**config.mk**
```make
export PLATFORM = sky130hd
export DESIGN_NAME = nnis_muldiv
export DESIGN_NICKNAME = d
export VERILOG_FILES = /design/src/hdl/nearest_neighbour_image_scaler_defines.svh /design/src/hdl/nnis_pkg.sv /design/src/hdl/nnis_muldiv.sv
export SDC_FILE = /design/constraint.sdc
export NUM_CORES = 1
export LEC_CHECK = 0
export BUFFER_PORTS_ARGS = -buffer_cell sky130_fd_sc_hd__buf_2
export CAP_MARGIN = 20
export CORE_MARGIN = 2
export CORE_UTILIZATION = 45
export DETAILED_ROUTE_END_ITERATION = 8
export PLACE_DENSITY = 0.64
export SYNTH_ARGS = -nofsm -noshare
export SYNTH_HDL_FRONTEND = slang
export SYNTH_SLANG_ARGS = --single-unit
```
**constraint.sdc**
```tcl
create_clock -name clk -period 4.4 [get_ports clk]
set_input_delay 0.22 -clock clk [delete_from_list [all_inputs] [get_ports clk]]
set_output_delay 0.22 -clock clk [all_outputs]
set_load 0.01 [all_outputs]
```
**src/hdl/nearest_neighbour_image_scaler_defines.svh**
```systemverilog
// Assertion macros shared by the scaler RTL.
`ifndef NEAREST_NEIGHBOUR_IMAGE_SCALER_DEFINES_SVH
`define NEAREST_NEIGHBOUR_IMAGE_SCALER_DEFINES_SVH

// The consequent must hold in the same cycle as the antecedent.
`define NNIS_ASSERT_SAME(label, ante, cons) \
  label: assert property (@(posedge clk) disable iff (!rst_n) (ante) |-> (cons)) \
    else $error("nnis: same-cycle check failed");

// The consequent must hold in the cycle after the antecedent.
`define NNIS_ASSERT_NEXT(label, ante, cons) \
  label: assert property (@(posedge clk) disable iff (!rst_n) (ante) |=> (cons)) \
    else $error("nnis: next-cycle check failed");

`endif

```
**src/hdl/nnis_pkg.sv**
```systemverilog
`default_nettype none

package nnis_pkg;

  localparam int COORD_W    = 12;
  localparam int SRC_SIZE_W = 9;
  localparam int TGT_SIZE_W = 13;
  localparam int PROD_W     = COORD_W + SRC_SIZE_W;
  localparam int QUOT_W     = SRC_SIZE_W;
  localparam int CNT_W      = $clog2(QUOT_W + 1);
  localparam int IN_PIX_W   = 32;
  localparam int OUT_PIX_W  = 32;
  localparam int CFG_IDX_W  = 2;
  localparam int CFG_DATA_W = TGT_SIZE_W;

  localparam logic [CFG_IDX_W-1:0] REG_SOURCE_WIDTH  = 2'd0;
  localparam logic [CFG_IDX_W-1:0] REG_SOURCE_HEIGHT = 2'd1;
  localparam logic [CFG_IDX_W-1:0] REG_TARGET_WIDTH  = 2'd2;
  localparam logic [CFG_IDX_W-1:0] REG_TARGET_HEIGHT = 2'd3;

  localparam logic MODE_WRITE = 1'b0;
  localparam logic MODE_READ  = 1'b1;

  typedef struct packed {
    logic                mode;
    logic [COORD_W-1:0]  coord_x;
    logic [COORD_W-1:0]  coord_y;
    logic [IN_PIX_W-1:0] pixel_in;
  } in_item_t;

  typedef struct packed {
    logic [OUT_PIX_W-1:0] pixel_out;
    logic                 out_of_range;
  } out_item_t;

  typedef struct packed {
    logic                  start;
    logic [COORD_W-1:0]    a;
    logic [SRC_SIZE_W-1:0] b;
    logic [TGT_SIZE_W-1:0] divisor;
  } div_req_t;

  typedef struct packed {
    logic              done;
    logic [QUOT_W-1:0] quot;
  } div_rsp_t;

endpackage

`default_nettype wire

```
**src/hdl/nnis_muldiv.sv**
```systemverilog
`default_nettype none

module nnis_muldiv (
  input  wire logic              clk,
  input  wire logic              rst_n,
  input  wire nnis_pkg::div_req_t req,
  output nnis_pkg::div_rsp_t     rsp
);

  logic [nnis_pkg::COORD_W-1:0]    a_r, a_nxt;
  logic [nnis_pkg::SRC_SIZE_W-1:0] b_r, b_nxt;
  logic [nnis_pkg::PROD_W-1:0]     rem_r, rem_nxt;
  logic [nnis_pkg::PROD_W-1:0]     dsh_r, dsh_nxt;
  logic [nnis_pkg::QUOT_W-1:0]     q_r, q_nxt;
  logic [nnis_pkg::CNT_W-1:0]      cnt_r, cnt_nxt;
  logic                            mul_r, mul_nxt;
  logic                            busy_r, busy_nxt;
  logic                            done_r, done_nxt;
  logic                            ge;

  assign ge = (rem_r >= dsh_r);

  always_comb begin
    a_nxt    = a_r;
    b_nxt    = b_r;
    rem_nxt  = rem_r;
    dsh_nxt  = dsh_r;
    q_nxt    = q_r;
    cnt_nxt  = cnt_r;
    mul_nxt  = mul_r;
    busy_nxt = busy_r;
    done_nxt = 1'b0;
    priority if (req.start) begin
      a_nxt    = req.a;
      b_nxt    = req.b;
      dsh_nxt  = nnis_pkg::PROD_W'(req.divisor) << (nnis_pkg::QUOT_W - 1);
      q_nxt    = '0;
      cnt_nxt  = nnis_pkg::CNT_W'(nnis_pkg::QUOT_W);
      mul_nxt  = 1'b1;
      busy_nxt = 1'b1;
    end else if (mul_r) begin
      rem_nxt = nnis_pkg::PROD_W'(a_r) * nnis_pkg::PROD_W'(b_r);
      mul_nxt = 1'b0;
    end else if (busy_r) begin
      if (ge) begin
        rem_nxt = rem_r - dsh_r;
      end
      q_nxt   = {q_r[nnis_pkg::QUOT_W-2:0], ge};
      dsh_nxt = dsh_r >> 1;
      cnt_nxt = cnt_r - nnis_pkg::CNT_W'(1);
      if (cnt_r == nnis_pkg::CNT_W'(1)) begin
        busy_nxt = 1'b0;
        done_nxt = 1'b1;
      end
    end else begin
      busy_nxt = 1'b0;
    end
  end

  always_ff @(posedge clk) begin
    a_r   <= a_nxt;
    b_r   <= b_nxt;
    rem_r <= rem_nxt;
    dsh_r <= dsh_nxt;
    q_r   <= q_nxt;
    cnt_r <= cnt_nxt;
    if (!rst_n) begin
      mul_r  <= 1'b0;
      busy_r <= 1'b0;
      done_r <= 1'b0;
    end else begin
      mul_r  <= mul_nxt;
      busy_r <= busy_nxt;
      done_r <= done_nxt;
    end
  end

  assign rsp.done = done_r;
  assign rsp.quot = q_r;

endmodule

`default_nettype wire

```
==> results.md <==
- Status: finished, violations left
- Failing checks: negative setup slack
- Maximum vdd drop: 476 uV
- Synth Register Bits: 79
- Final std cells w/o fill: 1,145
- Post-synth EDFFs: 55
- Mapped cell area: roughly 7500 um2
- Critical Path Fanout Max: 4
- Post-Route WL: between 15 and 20 mm
- Warnings, synthesis: 0
- Grt ovf: 0
- Via density: 5.09
- # diodes: 0
- Rows: 47
- CTS buffer count: 9
- Post-Route Setup TNS: -0.770 ns
- Drt pass-1 iters: 7
- Max Transition Viols Final: 0
- Clk_skew: 0.00860 ns
- CP Class: flip-flop to flip-flop
- Share of layout cells above drive strength 1: approximately a quarter
- # DRC: 0
- Count of clock tree sinks: 79
- Vias in the first global route: a little over 6,000
- Fin crit share: 104%
- GRT Max-Usage Layer: met2
- FF-to-FF path depth: 20
- First-pass GRT wire length: 28.8 mm
- WL per Instance: between 10 and 15 um
- Die area: approximately 18,000 um2
- Core ar.: between 15,000 and 20,000 um2
- Root Driver: clkbuf_16
- FFs w/ async S/R, synth: 0%
- HP Class: input port to flip-flop
- Final nets: 1,093
- Commonest non-fill, non-tap cells in the layout: inv_1 (115), nand2_1 (109), buf_4 (83), fa_1 (66)
- Clk Latency, worst-skew pair: 0.36 ns
- Final worst setup slack: -0.155 ns
- P per Cell Area: 660 nW/um2
- Area growth syn-to-layout: 24.4%
- Port bufs: 46
- Worst EP arrival: between 4 and 5 ns
- H-tree levels: 3
- Initial Util: 45.5%
- Met2 Usage GRT: about 36%
- Hold Buf Count CTS: 0
- GP Congestion: 0.862
- Grt met3 use: 4.21%
- Final hold slack: 0.0307 ns
- Clk slew on worst S/H paths: 0.07 ns
- Avg Cell Area, Syn: 9.39 um2
- Fmax: between 200 and 250 MHz
- Post-synth cell types: 61
- Register area share after synthesis: 28.5%
- Critical Path Start Type: flip-flop
- Max cap viols: 0
- RSZ-0062 raised after global routing: true
- Hold Violations, Final: 0
- Crit path capture type: flip-flop
- Die H: 133 um
- Hpwl dp: between 10 and 15 mm
- Primary FF master, synth: edfxtp_1
- Initial antenna violation count: 0
- Worst slew margin: 32.2%
- Required @ worst endpoint: 4.50 ns
- Syn nets: 969
- Design Power: 6.13 mW
- Antenna-violating nets left: 0
- Placed cell count: around 1,100
- Largest net degree at the start of global routing: 55
- CTS tree: done
- Setup violators final: 7
- First-iteration detailed-routing DRC count: 303
- DR vias: ~5,800
- Post-Syn Instances: 796
- Met1 usage: between 20 and 30%
- P_leak: 4.31 nW
- FILL cells: around 1,500
- Hold path depth: 1
- Worst-margin pin slew: 1.01 ns
- Io pins: 47
- Commonest non-fill, non-tap cell in the layout: inv_1
- Total track usage: 20.4%
- Clk buf depth: 2
- Die span in x: 133 um
- Final worst path period need: 4.56 ns
timing repair:
| item | 4_1_cts | 5_1_grt |
|---|---|---|
| setup endpoints to repair | 9 | 10 |
| buffers inserted | 35 | 4 |
| gates cloned | 1 | 0 |
| pin swaps | 37 | 21 |
| endpoints found under the hold margin | 0 | 0 |
| resized for setup | 62 | 18 |
power breakdown:
part           internal [mW]  total, mW  switching (mW)
Sequential             0.932      0.979          0.0473
Combinational           2.20       4.34            2.14
Clock                  0.454      0.813           0.359
final timing paths:
check          start   endpoint  slack [ns]
min reg2reg   q_r[8]     q_r[8]        0.45
max           b_r[2]  rem_r[18]       -0.16
min          req[19]     b_r[6]        0.03
max reg2reg   b_r[2]  rem_r[18]       -0.16
per-stage QoR:
stage	utilization, %	setup slack, ns	area (um2)
finish	56.6	-0.155	9290
global route	56.6	-0.375	9290
CTS	56.0	-0.177	9190
detailed placement	50.9	-0.334	8350
global placement	50.9	-0.299	8350
floorplan	-	0.00311	7520
cell type report:
class	instances	area, um2	share of cell area [%]
Clock buffer	9	225	2.42
Clock inverter	7	85.1	0.916
Inverter	123	462	4.97
Multi-Input combinational cell	561	5020	54.0
Sequential cell	79	2130	22.9
Tap cell	220	275	2.96
Timing Repair Buffer	146	1090	11.7
critical path, cell delays in order (launching register included):
cell and delay (ns):
edfxtp_1 0.42, buf_6 0.14, buf_16 0.11, buf_6 0.09, nand2_2 0.05, fa_2 0.55
inv_1 0.04, ha_1 0.27, ha_2 0.16, inv_1 0.04, fa_1 0.47, inv_1 0.04
ha_2 0.19, fa_2 0.42, a211oi_4 0.29, o21bai_2 0.13, o2111ai_2 0.24, nand2_2 0.13
o41ai_4 0.25, xor2_1 0.19, mux2i_1 0.08
Yosys cell counts, types with 15 or more instances:
cell type / instances / area [um2]
nand2_1: 117 / 439
a21oi_1: 45 / 225
fa_1: 72 / 1440
nor2_1: 23 / 86.3
dfxtp_1: 24 / 480
edfxtp_1: 55 / 1650
xnor2_1: 20 / 175
o21ai_0: 20 / 100
clkbuf_1: 27 / 101
inv_1: 122 / 458
and2_1: 64 / 400
ha_1: 64 / 801
o31ai_1: 15 / 113
metal layers:
metal  part of all wire (%)  wire length, um
met1                     45             7440
met2                     50             8380
met3                    3.5              580
met4                    1.3              210
met5                      0                0
registers in the layout, indices dropped and copies added, names as in the netlist:
name    flops
cnt_r       4
done_r      1
mul_r       1
rem_r      21
busy_r      1
b_r         9
a_r        12
q_r         9
dsh_r      21
cell families after synthesis:
group                    share of synthesized area [%]
AO/OA/AOI/OAI                                     13.2
XOR/XNOR                                          3.99
adder cells (fa/ha/maj)                           30.0
buffers and inverters                             8.02
flip-flops                                        28.5
multiplexers                                     0.938
AND/OR/NAND/NOR                                   15.3
(Power assumes the default switching activity.)
